--- src/design/assert_macros.svh ---
// Assertion macros shared by the deframer RTL.
// Depends on nothing; include by bare file name inside a module body.
`ifndef ASSERT_MACROS_SVH
`define ASSERT_MACROS_SVH

// Same-cycle implication, disabled while reset is active.
`define ASSERT_IMPLY(label, clk, rst_n, ante, cons, msg) \
  label: assert property (@(posedge clk) disable iff (!rst_n) (ante) |-> (cons)) \
    else $error(msg);

// Next-cycle implication, disabled while reset is active.
`define ASSERT_NEXT(label, clk, rst_n, ante, cons, msg) \
  label: assert property (@(posedge clk) disable iff (!rst_n) (ante) |=> (cons)) \
    else $error(msg);

`endif

--- src/design/tpmd_pkg.sv ---
// Types and constants for the typed packet message deframer.
// No dependencies.
`timescale 1ns / 1ps
`default_nettype none

package tpmd_pkg;

  // Parser phase
  typedef enum logic [2:0] {
    PH_CMD     = 3'd0,
    PH_COUNT   = 3'd1,
    PH_TYPE    = 3'd2,
    PH_SIZE_HI = 3'd3,
    PH_SIZE_LO = 3'd4,
    PH_DATA    = 3'd5
  } phase_t;

  // Result event kinds
  typedef enum logic [1:0] {
    EV_MSG  = 2'd0,
    EV_PKT  = 2'd1,
    EV_WORD = 2'd2,
    EV_BYTE = 2'd3
  } event_kind_t;

  localparam logic [1:0] WORD_LAST_POS = 2'd3;

endpackage

`default_nettype wire

--- src/design/typed_packet_message_deframer.sv ---
// Latency: a result is registered and shown the cycle after its byte is accepted.
// Throughput: one byte per cycle unless stalled; the parser state updates in a
// single pass per byte and the output register frees in the cycle its transaction
// is taken. Reset: synchronous active-low rst_n; parser returns to expecting a
// command byte, held fields and string type code clear to zero, no result pending.
// Depends on tpmd_pkg and assert_macros.svh.
`timescale 1ns / 1ps
`default_nettype none

module typed_packet_message_deframer (
  input  wire logic                     clk,
  input  wire logic                     rst_n,
  // configuration write
  input  wire logic                     cfg_valid,
  output logic                          cfg_ready,
  input  wire logic [7:0]               cfg_string_type_code,
  // received bytes
  input  wire logic                     in_valid,
  output logic                          in_ready,
  input  wire logic [7:0]               in_rx_byte,
  // parse results
  output logic                          out_valid,
  input  wire logic                     out_ready,
  output tpmd_pkg::event_kind_t         out_event_kind,
  output logic [7:0]                    out_command_code,
  output logic [7:0]                    out_packet_total,
  output logic [7:0]                    out_packet_number,
  output logic [7:0]                    out_packet_kind,
  output logic [15:0]                   out_packet_bytes,
  output logic [31:0]                   out_data_value,
  output logic                          out_ends_packet,
  output logic                          out_ends_message
);
  import tpmd_pkg::*;

  // Parser state
  phase_t      phase_r, phase_nxt;
  logic [7:0]  string_code_r;
  logic [7:0]  cmd_r, cmd_nxt;
  logic [7:0]  total_r, total_nxt;
  logic [7:0]  num_r, num_nxt;
  logic [7:0]  kind_r, kind_nxt;
  logic [15:0] bytes_r, bytes_nxt;
  logic [15:0] left_r, left_nxt;
  logic [23:0] gather_r, gather_nxt;
  logic [1:0]  pos_r, pos_nxt;

  // Output register
  logic        out_valid_r, out_valid_nxt;
  event_kind_t ev_r;
  logic [7:0]  ocmd_r, ototal_r, onum_r, okind_r;
  logic [15:0] obytes_r;
  logic [31:0] oval_r;
  logic        oendp_r, oendm_r;

  // Per-byte decode
  logic        in_fire;
  logic        emit;
  event_kind_t ev;
  logic [31:0] val;
  logic        endp, endm;
  logic [7:0]  num_emit;
  logic [15:0] size_full;
  logic        size_zero;
  logic        last_byte;
  logic        word_mode;
  logic        data_emit;
  logic [7:0]  num_inc;
  logic        msg_done;

  assign in_ready  = !out_valid_r || out_ready;
  assign in_fire   = in_valid && in_ready;
  assign cfg_ready = 1'b1;

  assign size_full = {bytes_r[15:8], in_rx_byte};
  assign size_zero = (size_full == 16'd0);
  assign last_byte = (left_r <= 16'd1);
  // whole-word region: non-string packet, more bytes remain than the trailing remainder
  assign word_mode = (kind_r != string_code_r) && (left_r > {14'd0, bytes_r[1:0]});
  assign data_emit = !word_mode || (pos_r == WORD_LAST_POS);
  assign num_inc   = num_r + 8'd1;
  assign msg_done  = (num_inc == total_r);

  // Next-state logic
  always_comb begin
    phase_nxt  = phase_r;
    cmd_nxt    = cmd_r;
    total_nxt  = total_r;
    num_nxt    = num_r;
    kind_nxt   = kind_r;
    bytes_nxt  = bytes_r;
    left_nxt   = left_r;
    gather_nxt = gather_r;
    pos_nxt    = pos_r;
    unique case (phase_r)
      PH_COUNT: begin
        total_nxt  = in_rx_byte;
        num_nxt    = 8'd0;
        kind_nxt   = 8'd0;
        bytes_nxt  = 16'd0;
        left_nxt   = 16'd0;
        gather_nxt = 24'd0;
        pos_nxt    = 2'd0;
        phase_nxt  = (in_rx_byte == 8'd0) ? PH_CMD : PH_TYPE;
      end
      PH_TYPE: begin
        kind_nxt  = in_rx_byte;
        phase_nxt = PH_SIZE_HI;
      end
      PH_SIZE_HI: begin
        bytes_nxt = {in_rx_byte, 8'd0};
        phase_nxt = PH_SIZE_LO;
      end
      PH_SIZE_LO: begin
        bytes_nxt  = size_full;
        left_nxt   = size_full;
        gather_nxt = 24'd0;
        pos_nxt    = 2'd0;
        if (size_zero) begin
          num_nxt   = num_inc;
          phase_nxt = msg_done ? PH_CMD : PH_TYPE;
        end else begin
          phase_nxt = PH_DATA;
        end
      end
      PH_DATA: begin
        left_nxt = left_r - 16'd1;
        if (word_mode) begin
          if (pos_r == WORD_LAST_POS) begin
            gather_nxt = 24'd0;
            pos_nxt    = 2'd0;
          end else begin
            gather_nxt = {gather_r[15:0], in_rx_byte};
            pos_nxt    = pos_r + 2'd1;
          end
        end
        if (data_emit && last_byte) begin
          num_nxt    = num_inc;
          gather_nxt = 24'd0;
          pos_nxt    = 2'd0;
          phase_nxt  = msg_done ? PH_CMD : PH_TYPE;
        end
      end
      default: begin
        // command byte, also recovery from an unused phase code
        cmd_nxt   = in_rx_byte;
        phase_nxt = PH_COUNT;
      end
    endcase
  end

  // Result decode
  always_comb begin
    emit     = 1'b0;
    ev       = EV_MSG;
    val      = 32'd0;
    endp     = 1'b0;
    endm     = 1'b0;
    num_emit = num_r;
    unique case (phase_r)
      PH_COUNT: begin
        emit     = 1'b1;
        endm     = (in_rx_byte == 8'd0);
        num_emit = 8'd0;
      end
      PH_SIZE_LO: begin
        emit = 1'b1;
        ev   = EV_PKT;
        endp = size_zero;
        endm = size_zero && msg_done;
      end
      PH_DATA: begin
        emit = data_emit;
        if (word_mode) begin
          ev  = EV_WORD;
          val = {gather_r, in_rx_byte};
        end else begin
          ev  = EV_BYTE;
          val = {24'd0, in_rx_byte};
        end
        endp = last_byte;
        endm = last_byte && msg_done;
      end
      default: begin
        emit = 1'b0;
      end
    endcase
  end

  assign out_valid_nxt = in_ready ? (in_fire && emit) : out_valid_r;

  // Control and parser registers
  always_ff @(posedge clk) begin
    if (!rst_n) begin
      phase_r       <= PH_CMD;
      string_code_r <= 8'd0;
      cmd_r         <= 8'd0;
      total_r       <= 8'd0;
      num_r         <= 8'd0;
      kind_r        <= 8'd0;
      bytes_r       <= 16'd0;
      left_r        <= 16'd0;
      gather_r      <= 24'd0;
      pos_r         <= 2'd0;
      out_valid_r   <= 1'b0;
    end else begin
      out_valid_r <= out_valid_nxt;
      if (cfg_valid && cfg_ready) begin
        string_code_r <= cfg_string_type_code;
      end
      if (in_fire) begin
        phase_r  <= phase_nxt;
        cmd_r    <= cmd_nxt;
        total_r  <= total_nxt;
        num_r    <= num_nxt;
        kind_r   <= kind_nxt;
        bytes_r  <= bytes_nxt;
        left_r   <= left_nxt;
        gather_r <= gather_nxt;
        pos_r    <= pos_nxt;
      end
    end
  end

  // Result payload register
  always_ff @(posedge clk) begin
    if (in_fire && emit) begin
      ev_r     <= ev;
      ocmd_r   <= cmd_nxt;
      ototal_r <= total_nxt;
      onum_r   <= num_emit;
      okind_r  <= kind_nxt;
      obytes_r <= bytes_nxt;
      oval_r   <= val;
      oendp_r  <= endp;
      oendm_r  <= endm;
    end
  end

  assign out_valid         = out_valid_r;
  assign out_event_kind    = ev_r;
  assign out_command_code  = ocmd_r;
  assign out_packet_total  = ototal_r;
  assign out_packet_number = onum_r;
  assign out_packet_kind   = okind_r;
  assign out_packet_bytes  = obytes_r;
  assign out_data_value    = oval_r;
  assign out_ends_packet   = oendp_r;
  assign out_ends_message  = oendm_r;

  // Assertions
  `include "assert_macros.svh"

  `ASSERT_IMPLY(a_endm_needs_endp, clk, rst_n,
    out_valid_r && oendm_r, oendp_r || (ev_r == EV_MSG), "message end without packet end")
  `ASSERT_IMPLY(a_data_left_nonzero, clk, rst_n,
    phase_r == PH_DATA, left_r != 16'd0, "data phase with no bytes left")
  `ASSERT_IMPLY(a_gather_only_in_data, clk, rst_n,
    pos_r != 2'd0, phase_r == PH_DATA, "word gather active outside data phase")
  `ASSERT_NEXT(a_last_byte_leaves_data, clk, rst_n,
    in_fire && (phase_r == PH_DATA) && (left_r == 16'd1),
    (phase_r == PH_CMD) || (phase_r == PH_TYPE), "packet did not close on last byte")

endmodule

`default_nettype wire
--- config.mk ---
export PLATFORM = sky130hd
export DESIGN_NAME = typed_packet_message_deframer
export DESIGN_NICKNAME = d
export VERILOG_FILES = /design/src/design/tpmd_pkg.sv /design/src/design/typed_packet_message_deframer.sv
export VERILOG_INCLUDE_DIRS = /design/src /design/src/design
export SDC_FILE = /design/constraint.sdc
export NUM_CORES = 1
export LEC_CHECK = 0
export BUFFER_PORTS_ARGS = -buffer_cell sky130_fd_sc_hd__buf_4
export CORE_MARGIN = 3
export CORE_UTILIZATION = 35
export CTS_BUF_LIST = sky130_fd_sc_hd__clkbuf_4 sky130_fd_sc_hd__clkbuf_8
export CTS_CLUSTER_DIAMETER = 150
export DETAILED_ROUTE_END_ITERATION = 10
export PLACE_DENSITY = 0.61
export SLEW_MARGIN = 10
export SYNTH_ARGS = -nofsm -noshare
export SYNTH_HDL_FRONTEND = slang
export SYNTH_SLANG_ARGS = --single-unit
--- constraint.sdc ---
create_clock -name clk -period 11.1 [get_ports clk]
set_input_delay 2.22 -clock clk [delete_from_list [all_inputs] [get_ports clk]]
set_output_delay 2.22 -clock clk [all_outputs]
set_load 0.1 [all_outputs]
==> impl_metrics.yaml, run 1 <==
global_routing:
  grt_pass1_wl_um: 30200
  grt_pass1_vias: 5334
  globalRoute.totalOverflow: 0
  track_usage_pct: 15.6
  antenna_found_initial: 0
  grt_max_degree: 86
cts:
  clockBufferDepth: 2
  cts_setup_buffers: 0
  cts.sinks: 186
  path_clk_slew_ns: 0.11
  cts_buffers: 17
  cts_tree: "built"
  cts_hold_buf: 0
  htreeDepth: 4
  clkLatencyLatePin_ns: 0.47
  cts.repair.resized: 0
  root_buffer: "clkbuf_8"
floorplan:
  core_area_um2: 22700
  fp.dieH_um: 158
  dieArea_um2: 25000
  fp.dieW_um: 158
  fp-row-count: 55
  start_util_pct: 35.7
  io_pins: 108
pwr:
  p_leak_nw: 3.49
  p_per_area_nw_per_um2: 149
  vdd_drop_max_mv: 0.0787
timing:
  holdWs_ns: 0.475
  worst_slack_ns: 6.00
  finalCritPeriodShare_pct: 45.9
  clock-skew-final_ns: 0.0201
  fmax_mhz: 196
  setup_viol: 0
  tightestPinTransition_ns: 1.14
  report.final.slew_viol_count: 0
  tns_ns: 0
  rsz0062_at_grt: "no"
  post-route-min-period_ns: 5.10
  relSlewSlack_pct: 23.9
  final_hold_viol_count: 0
critical_path:
  reg2reg_depth: 5
  cp.arrival_ns: 2.88
  crit_type: "primary input to output port"
  cp-start-kind: "primary input"
  path_max_fanout: 5
  reg2reg_from: "phase_r[0]"
  worstPathRequired_ns: 8.88
  r2r_end: "out_data_value[4]"
  endpoint_kind: "output port"
  r2r_setup_slack_ns: 7.11
synth:
  synth_top_area_cell: "edfxtp_1"
  yosysUniqueCellTypes: 59
  ys_seq_elements: 186
  synth_top_area_share_pct: 31.1
  syn-cell-area_um2: 8110
  yosys-top-cells-count: "dfxtp_1 (102), nand2_1 (101), edfxtp_1 (84)"
  synth.avg_cell_area_um2: 10.8
  syn_inst: 754
  yosysMostFrequentCell: "dfxtp_1"
  synthFlopType: "dfxtp_1"
  synth_fp_nets: 782
  synth_area_leaders: "edfxtp_1 (31%), dfxtp_1 (25%), nand2_1 (4.7%)"
  synth_warnings: 0
  ys_seq_area_share_pct: 56.3
  synth_edf_count: 84
  async_flop_share_pct: 0
job:
  max_cap_violations: 0
detailed_routing:
  num_vias: 5738
  drt_first_iter_violations: 353
  first_pass_iters: 4
  vias_per_cell: 5.08
  routed_wl_um: 19600
  ant_nets: 0
  drc_errors: 0
  wire_per_inst_um: 17.3
hold_path:
  hold_path_end: "bytes_r[6]"
  hp-class: "flop to flop"
  hold_depth: 2
  worst_hold_startpoint: "bytes_r[6]"
layout:
  final_area_um2: 9520
  drive_above_1_share_pct: 20.9
  fin_nets: 859
  area_delta_synth_final_pct: 17.3
place:
  place_congestion: 0.855
  dpl_worst_slack_ns: 6.01
  place_area_um2: 9100
  port_buffers: 106
  hpwlAfterDp_um: 12600
run_status:
  status: "finished clean"
[routing by layer]
| layer | vias to the layer above | part of all wire (%) | routed length [um] | GRT usage (%) |
|---|---|---|---|---|
| met5 | - | 0 | 0 | 0 |
| met3 | 27 | 5.2 | 1010 | 3.17 |
| met1 | 2703 | 48 | 9330 | 21.8 |
| met2 | 173 | 45 | 8780 | 24.2 |
| met4 | 0 | 2.3 | 460 | 5.45 |
| li1 | 2835 | - | - | - |
[cell type report]
type,instances,area (um2)
Inverter,11,41.3
Clock inverter,15,184
Timing Repair Buffer,113,848
Antenna cell,1,2.50
Multi-Input combinational cell,502,3290
Fill cell,2169,13200
Sequential cell,186,4560
Tap cell,285,357
Clock buffer,17,234
[kinds of logic (layout without fill, tap and decap cells)]
group | Yosys count | count (layout) | share of synthesized area, %
simple gates | 274 | 274 | 17.3
flops | 186 | 186 | 56.3
compound gates | 161 | 161 | 14.9
buf+inv | 66 | 156 | 3.36
xor+xnor | 31 | 31 | 3.35
mux | 28 | 28 | 3.70
fa+ha+maj | 7 | 7 | 1.08
other cells | 1 | 2 | 0.0462
[stage by stage]
stage	std cells	power, mW	utilization (%)
2_1_floorplan	754	0.925	-
3_3_place_gp	1097	0.972	40.1
3_5_place_dp	1097	0.973	40.1
4_1_cts	1129	1.44	41.9
5_1_grt	1129	1.47	41.9
6_report	1130	1.42	41.9
[flip-flops by register name, summed over array words and instances (netlist names), 8 cells and up]
name	count
out_packet_bytes	16
num_r	8
out_command_code	8
gather_r	24
out_packet_number	8
bytes_r	16
total_r	8
out_packet_total	8
out_packet_kind	8
cmd_r	8
left_r	16
out_data_value	32
string_code_r	8
kind_r	8
[worst max-delay path, stage by stage]
cell and delay [ns]:
buf_4 0.07, nand2b_1 0.24, buf_4 0.35
[how the worst max path moves through the flow]
stage,depth (start not counted),slack [ns],to,start
floorplan,4,2.88,out_command_code[0],out_ready
global placement,3,6.02,in_ready,out_ready
finish,3,6.00,in_ready,out_ready
global route,3,5.98,in_ready,out_ready
CTS,3,6.01,in_ready,out_ready
detailed placement,3,6.01,in_ready,out_ready
[power by group]
group | switching (mW) | internal (mW)
Clock | 0.287 | 0.177
Sequential | 0.0122 | 0.737
Combinational | 0.159 | 0.0471
[placed cells by master (no fill, tap or decap), types with 14 or more instances in the layout]
| cell type | instances |
|---|---|
| buf_4 | 113 |
| dfxtp_1 | 102 |
| nand2_1 | 101 |
| edfxtp_1 | 84 |
| and2_1 | 45 |
| nor2_1 | 42 |
| a22o_1 | 40 |
| a21boi_0 | 33 |
| o21ai_0 | 30 |
| xnor2_1 | 22 |
| nor2b_1 | 21 |
| clkbuf_8 | 17 |
| mux2_2 | 16 |
| a21oi_1 | 14 |
(Power assumes the default switching activity.)
==> inputs of run 2 (changes only) <==
--- a/config.mk
+++ b/config.mk
@@ -6,6 +6,7 @@
 export SDC_FILE = /design/constraint.sdc
 export NUM_CORES = 1
 export LEC_CHECK = 0
+export ABC_AREA = 1
 export BUFFER_PORTS_ARGS = -buffer_cell sky130_fd_sc_hd__buf_4
 export CORE_MARGIN = 3
 export CORE_UTILIZATION = 35
==> constraint.sdc (replaced) <==
create_clock -name clk -period 4.95 [get_ports clk]
set_input_delay 0.99 -clock clk [delete_from_list [all_inputs] [get_ports clk]]
set_output_delay 0.99 -clock clk [all_outputs]
set_load 0.1 [all_outputs]
==> impl_metrics.yaml, run 2 <==
run_status:
  status: "finished clean"
layout:
  postLayoutCoreUtil_pct: 41.8
  drive_above_1_share_pct: 14.4
  largest_reg_flops: 32
  n_fill_cell: 2428
  regArea_um2: 4560
  final_cell_mix: "nand2_1 (165), nor2_1 (162), inv_1 (149)"
  fin_nets: 1143
  antenna_cells: 0
  final_cells: 1447
  layout_commonest_cell: "nand2_1"
  area_delta_synth_final_pct: 17.1
  multiInputGateArea_um2: 3050
job:
  max_cap_violations: 0
synth:
  synth_top_area_cell: "edfxtp_1"
  synth_top_area_share_pct: 30.0
  yosysMostFrequentCell: "nand2_1"
  synth_fp_nets: 1058
  syn-cell-area_um2: 8400
  synthFlopType: "dfxtp_1"
  synth_area_leaders: "edfxtp_1 (30%), dfxtp_1 (24%), nand2_1 (7.4%)"
  async_flop_share_pct: 0
  synth_edf_count: 84
  ys_seq_area_share_pct: 54.4
  synth.avg_cell_area_um2: 8.15
  synth_warnings: 0
  ys_seq_elements: 186
  yosys-top-cells-count: "nand2_1 (166), nor2_1 (162), inv_1 (150)"
  yosysUniqueCellTypes: 34
  syn_inst: 1030
global_routing:
  grt_pass1_vias: 6472
  grt_pass1_wl_um: 33600
  globalRoute.totalOverflow: 0
  track_usage_pct: 16.2
  antenna_found_initial: 0
  grt_max_degree: 78
critical_path:
  cp.arrival_ns: 3.24
  critPathBufInv: 6
  worstPathCellList: "inv_1 -> nor2_2 -> inv_1 -> nor2_2 -> inv_1 -> nand2_1 -> inv_1 -> nand2_1 -> nand2_1 -> clkinv_2 -> buf_4"
  path_max_fanout: 41
  crit_type: "flop to flop"
  endpoint_kind: "flop"
  critPathSlowestCell: "nor2_2"
  cpMostUsedCell: "inv_1"
  worstPathRequired_ns: 5.06
  cp-start-kind: "flop"
  cp_top_family: "buffers and inverters"
  cpPeakStageDelay_ns: 0.50
timing:
  clock-skew-final_ns: 0.0165
  report.final.slew_viol_count: 0
  relSlewSlack_pct: 36.6
  fmax_mhz: 319
  tightestPinTransition_ns: 0.948
  tns_ns: 0
  rsz0062_at_grt: "no"
  final_hold_viol_count: 0
  finalCritPeriodShare_pct: 63.2
  post-route-min-period_ns: 3.13
  setup_viol: 0
floorplan:
  io_pins: 108
  fp.dieW_um: 161
  fp-row-count: 56
  fp.dieH_um: 161
  start_util_pct: 35.7
  dieArea_um2: 25900
  core_area_um2: 23500
cts:
  cts_hold_buf: 0
  path_clk_slew_ns: 0.10
  clockBufferDepth: 2
  htreeDepth: 4
  cts_setup_buffers: 0
  cts_buffers: 17
  cts.sinks: 186
  root_buffer: "clkbuf_8"
  clkLatencyLatePin_ns: 0.47
  cts_tree: "built"
  cts.repair.resized: 0
pwr:
  p_per_area_nw_per_um2: 329
  p_leak_nw: 4.08
  vdd_drop_max_mv: 0.115
  p_total_mw: 3.24
detailed_routing:
  num_vias: 7010
  vias_per_cell: 4.84
  drt_first_iter_violations: 525
  first_pass_iters: 5
  drc_errors: 0
  wire_per_inst_um: 14.5
  ant_nets: 0
  routed_wl_um: 21000
place:
  port_buffers: 106
  place_congestion: 0.836
  placed_cells: 1415
  hpwlAfterDp_um: 13800
hold_path:
  hp-class: "flop to flop"
## run 2: cell type report
class	instances	share of cell area, %
Sequential cell	186	46.4
Clock inverter	12	1.41
Multi-Input combinational cell	641	31.0
Tap cell	319	4.06
Clock buffer	20	2.61
Timing Repair Buffer	111	8.47
Inverter	158	6.06
## run 2: metal layers
metal  GRT usage [%]  vias up  part of all wire, %
li1                -     3540                    -
met1            22.0     3229                   46
met2            26.2      212                   47
met3            3.25       29                  5.8
met4            4.61        0                  1.6
met5               0        -                    0
## run 2: logic make-up after synthesis
group | synth area share (%)
simple gates | 20.9
compound gates | 13.4
buf+inv | 9.42
flops | 54.4
xor+xnor | 0.834
fa+ha+maj | 1.04
other cells | 0.0447
## run 2: worst min-delay path: stages, from the launching register on
cell and delay, ns:
dfxtp_1 0.32, inv_1 0.07, a21oi_1 0.06
## run 2: where the power goes
group / total, mW / internal [mW] / switching (mW)
clock: 1.02 / 0.474 / 0.549
combinational: 0.513 / 0.108 / 0.404
sequential: 1.70 / 1.67 / 0.0301
total: 3.24 / 2.26 / 0.983
## run 2: worst paths after layout
| kind | start | to | slack [ns] | cells past startpoint |
|---|---|---|---|---|
| setup reg to reg | phase_r[0] | out_data_value[22] | 1.82 | 11 |
| hold reg to reg | string_code_r[0] | string_code_r[0] | 0.48 | 2 |
| hold / removal | string_code_r[0] | string_code_r[0] | 0.48 | 2 |
| setup / recovery | phase_r[0] | out_data_value[22] | 1.82 | 11 |
## run 2: through the flow
step	setup WS, ns	hold slack [ns]	area [um2]
floorplan	0.333	0.443	8400
global route	1.46	0.513	9830
detailed placement	1.55	0.471	9440
global placement	1.60	0.467	9440
CTS	1.82	0.487	9830
finish	1.82	0.478	9830
==> inputs of run 3 (changes only) <==
--- a/config.mk
+++ b/config.mk
@@ -13,7 +13,7 @@
 export CTS_BUF_LIST = sky130_fd_sc_hd__clkbuf_4 sky130_fd_sc_hd__clkbuf_8
 export CTS_CLUSTER_DIAMETER = 150
 export DETAILED_ROUTE_END_ITERATION = 10
-export PLACE_DENSITY = 0.61
+export PLACE_DENSITY = 0.63
 export SLEW_MARGIN = 10
 export SYNTH_ARGS = -nofsm -noshare
 export SYNTH_HDL_FRONTEND = slang
==> constraint.sdc (replaced) <==
create_clock -name clk -period 2.85 [get_ports clk]
set_input_delay 0.57 -clock clk [delete_from_list [all_inputs] [get_ports clk]]
set_output_delay 0.57 -clock clk [all_outputs]
set_load 0.1 [all_outputs]
==> impl_metrics.yaml, run 3 (synthesis gave the netlist of run 2 again) <==
global_routing:
  use_met1_pct: 22.1
  grt_util_met2_pct: 26.5
  grt_pass1_vias: 6525
  antenna_found_initial: 0
  grt_pass1_wl_um: 34500
  use_met3_pct: 3.56
  busiest_layer: "met2"
  track_usage_pct: 16.7
  globalRoute.totalOverflow: 0
  grt_max_degree: 56
floorplan:
  io_pins: 108
  dieArea_um2: 25900
  start_util_pct: 35.7
  fp.dieW_um: 161
  fp-row-count: 56
  fp.dieH_um: 161
  core_area_um2: 23500
place:
  place_congestion: 0.852
  hpwlAfterDp_um: 14700
  port_buffers: 106
run_status:
  status: "finished clean"
critical_path:
  crit_type: "flop to flop"
  cp-start-kind: "flop"
  critPathSlowestCell: "nand2_2"
  worstPathRequired_ns: 3.20
  path_max_fanout: 26
  r2r_end: "gather_r[21]"
  cpPeakStageDelay_ns: 0.48
  cp.arrival_ns: 2.69
  reg2reg_from: "left_r[0]"
  endpoint_kind: "flop"
  r2r_setup_slack_ns: 0.51
  cpMostUsedCell: "nor2_1"
  reg2reg_depth: 12
  worstPathCellList: "inv_1 -> ha_1 -> nand2_1 -> o21ai_0 -> nand3_1 -> nand3_1 -> nand2_2 -> nand3_4 -> nand2_2 -> nor2_1 -> nor2_1 -> nor2_1"
detailed_routing:
  vias_per_cell: 4.82
  ant_nets: 0
  wire_per_inst_um: 14.9
  drt_first_iter_violations: 561
  routed_wl_um: 21800
  drc_errors: 0
  first_pass_iters: 5
  num_vias: 7071
timing:
  setup_viol: 0
  report.final.slew_viol_count: 0
  tns_ns: 0
  fmax_mhz: 428
  rsz0062_at_grt: "no"
  relSlewSlack_pct: 54.5
  tightestPinTransition_ns: 0.680
  final_hold_viol_count: 0
  clock-skew-final_ns: 0.0167
  finalCritPeriodShare_pct: 82.0
  post-route-min-period_ns: 2.34
hold_path:
  worst_hold_startpoint: "cfg_string_type_code[2]"
  hold_path_end: "string_code_r[2]"
  hold_depth: 3
  hp-class: "primary input to flop"
job:
  max_cap_violations: 0
cts:
  cts.sinks: 186
  path_clk_slew_ns: 0.10
  cts_setup_buffers: 0
  clockBufferDepth: 2
  cts.repair.resized: 0
  htreeDepth: 4
  root_buffer: "clkbuf_8"
  cts_buffers: 17
  clkLatencyLatePin_ns: 0.48
  cts_hold_buf: 0
  cts_tree: "built"
layout:
  fin_nets: 1163
  final_cell_mix: "nand2_1 (163), nor2_1 (162), inv_1 (148)"
  n_fill_cell: 2347
  largest_reg_flops: 32
  drive_above_1_share_pct: 16.4
  antenna_cells: 0
  area_delta_synth_final_pct: 20.2
  layout_commonest_cell: "nand2_1"
pwr:
  p_leak_nw: 4.20
  p_per_area_nw_per_um2: 576
  p_total_mw: 5.81
  vdd_drop_max_mv: 0.263
run 3: changes by cell type in the layout (fill, tap and decap cells not counted), sizes merged:
cell / before / now
buf: 111 / 131
bufinv: 2 / 3
clkbuf: 20 / 17
clkinv: 12 / 10
clkinvlp: 0 / 2
inv: 156 / 158
run 3: worst max-delay path by stage:
stage,endpoint,from,depth (start not counted)
final,gather_r[21],left_r[0],12
after global routing,gather_r[12],left_r[0],12
after floorplan,out_command_code[0],left_r[0],10
after CTS,gather_r[21],left_r[0],12
after detailed placement,gather_r[21],left_r[0],12
after global placement,gather_r[23],left_r[0],12
run 3: power breakdown:
part / switching (mW) / leakage (nW) / internal [mW] / total [mW]
Clock: 1.03 / 0.221 / 0.900 / 1.93
Sequential: 0.0521 / 1.64 / 2.90 / 2.96
Combinational: 0.720 / 2.34 / 0.209 / 0.929
Total: 1.80 / 4.20 / 4.01 / 5.81
run 3: final cells by class:
type | instances | area [um2] | share of cell area, %
tap | 319 | 399 | 3.95
inverter | 158 | 614 | 6.09
timing repair buffer | 131 | 996 | 9.86
sequential | 186 | 4570 | 45.2
clock inverter | 15 | 201 | 2.00
multi-input combinational | 641 | 3080 | 30.5
clock buffer | 17 | 234 | 2.32
run 3: per-layer routing:
metal | vias up | wire length, um
met2 | 174 | 10000
met5 | - | 0
met4 | 0 | 643
li1 | 3599 | -
met1 | 3259 | 10000
met3 | 39 | 1090
run 3: critical path: cells and delay by family (launching register included):
kind,cells,cell delay [ns]
and+or+nand+nor,9,1.39
DFF,1,0.40
adders and majority gates,1,0.27
buffers and inverters,1,0.08
AOI/OAI and AO/OA,1,0.07
run 3: per-stage QoR:
stage	cells	instance area [um2]	utilization, %	hold slack, ns	setup WS [ns]
final	1467	10100	42.9	0.320	0.513
after global placement	1435	9660	41.0	0.457	0.561
after CTS	1467	10100	42.9	0.301	0.511
after global routing	1467	10100	42.9	0.299	0.230
after floorplan	1030	8490	-	0.443	0.00369
after detailed placement	1435	9660	41.0	0.471	0.531
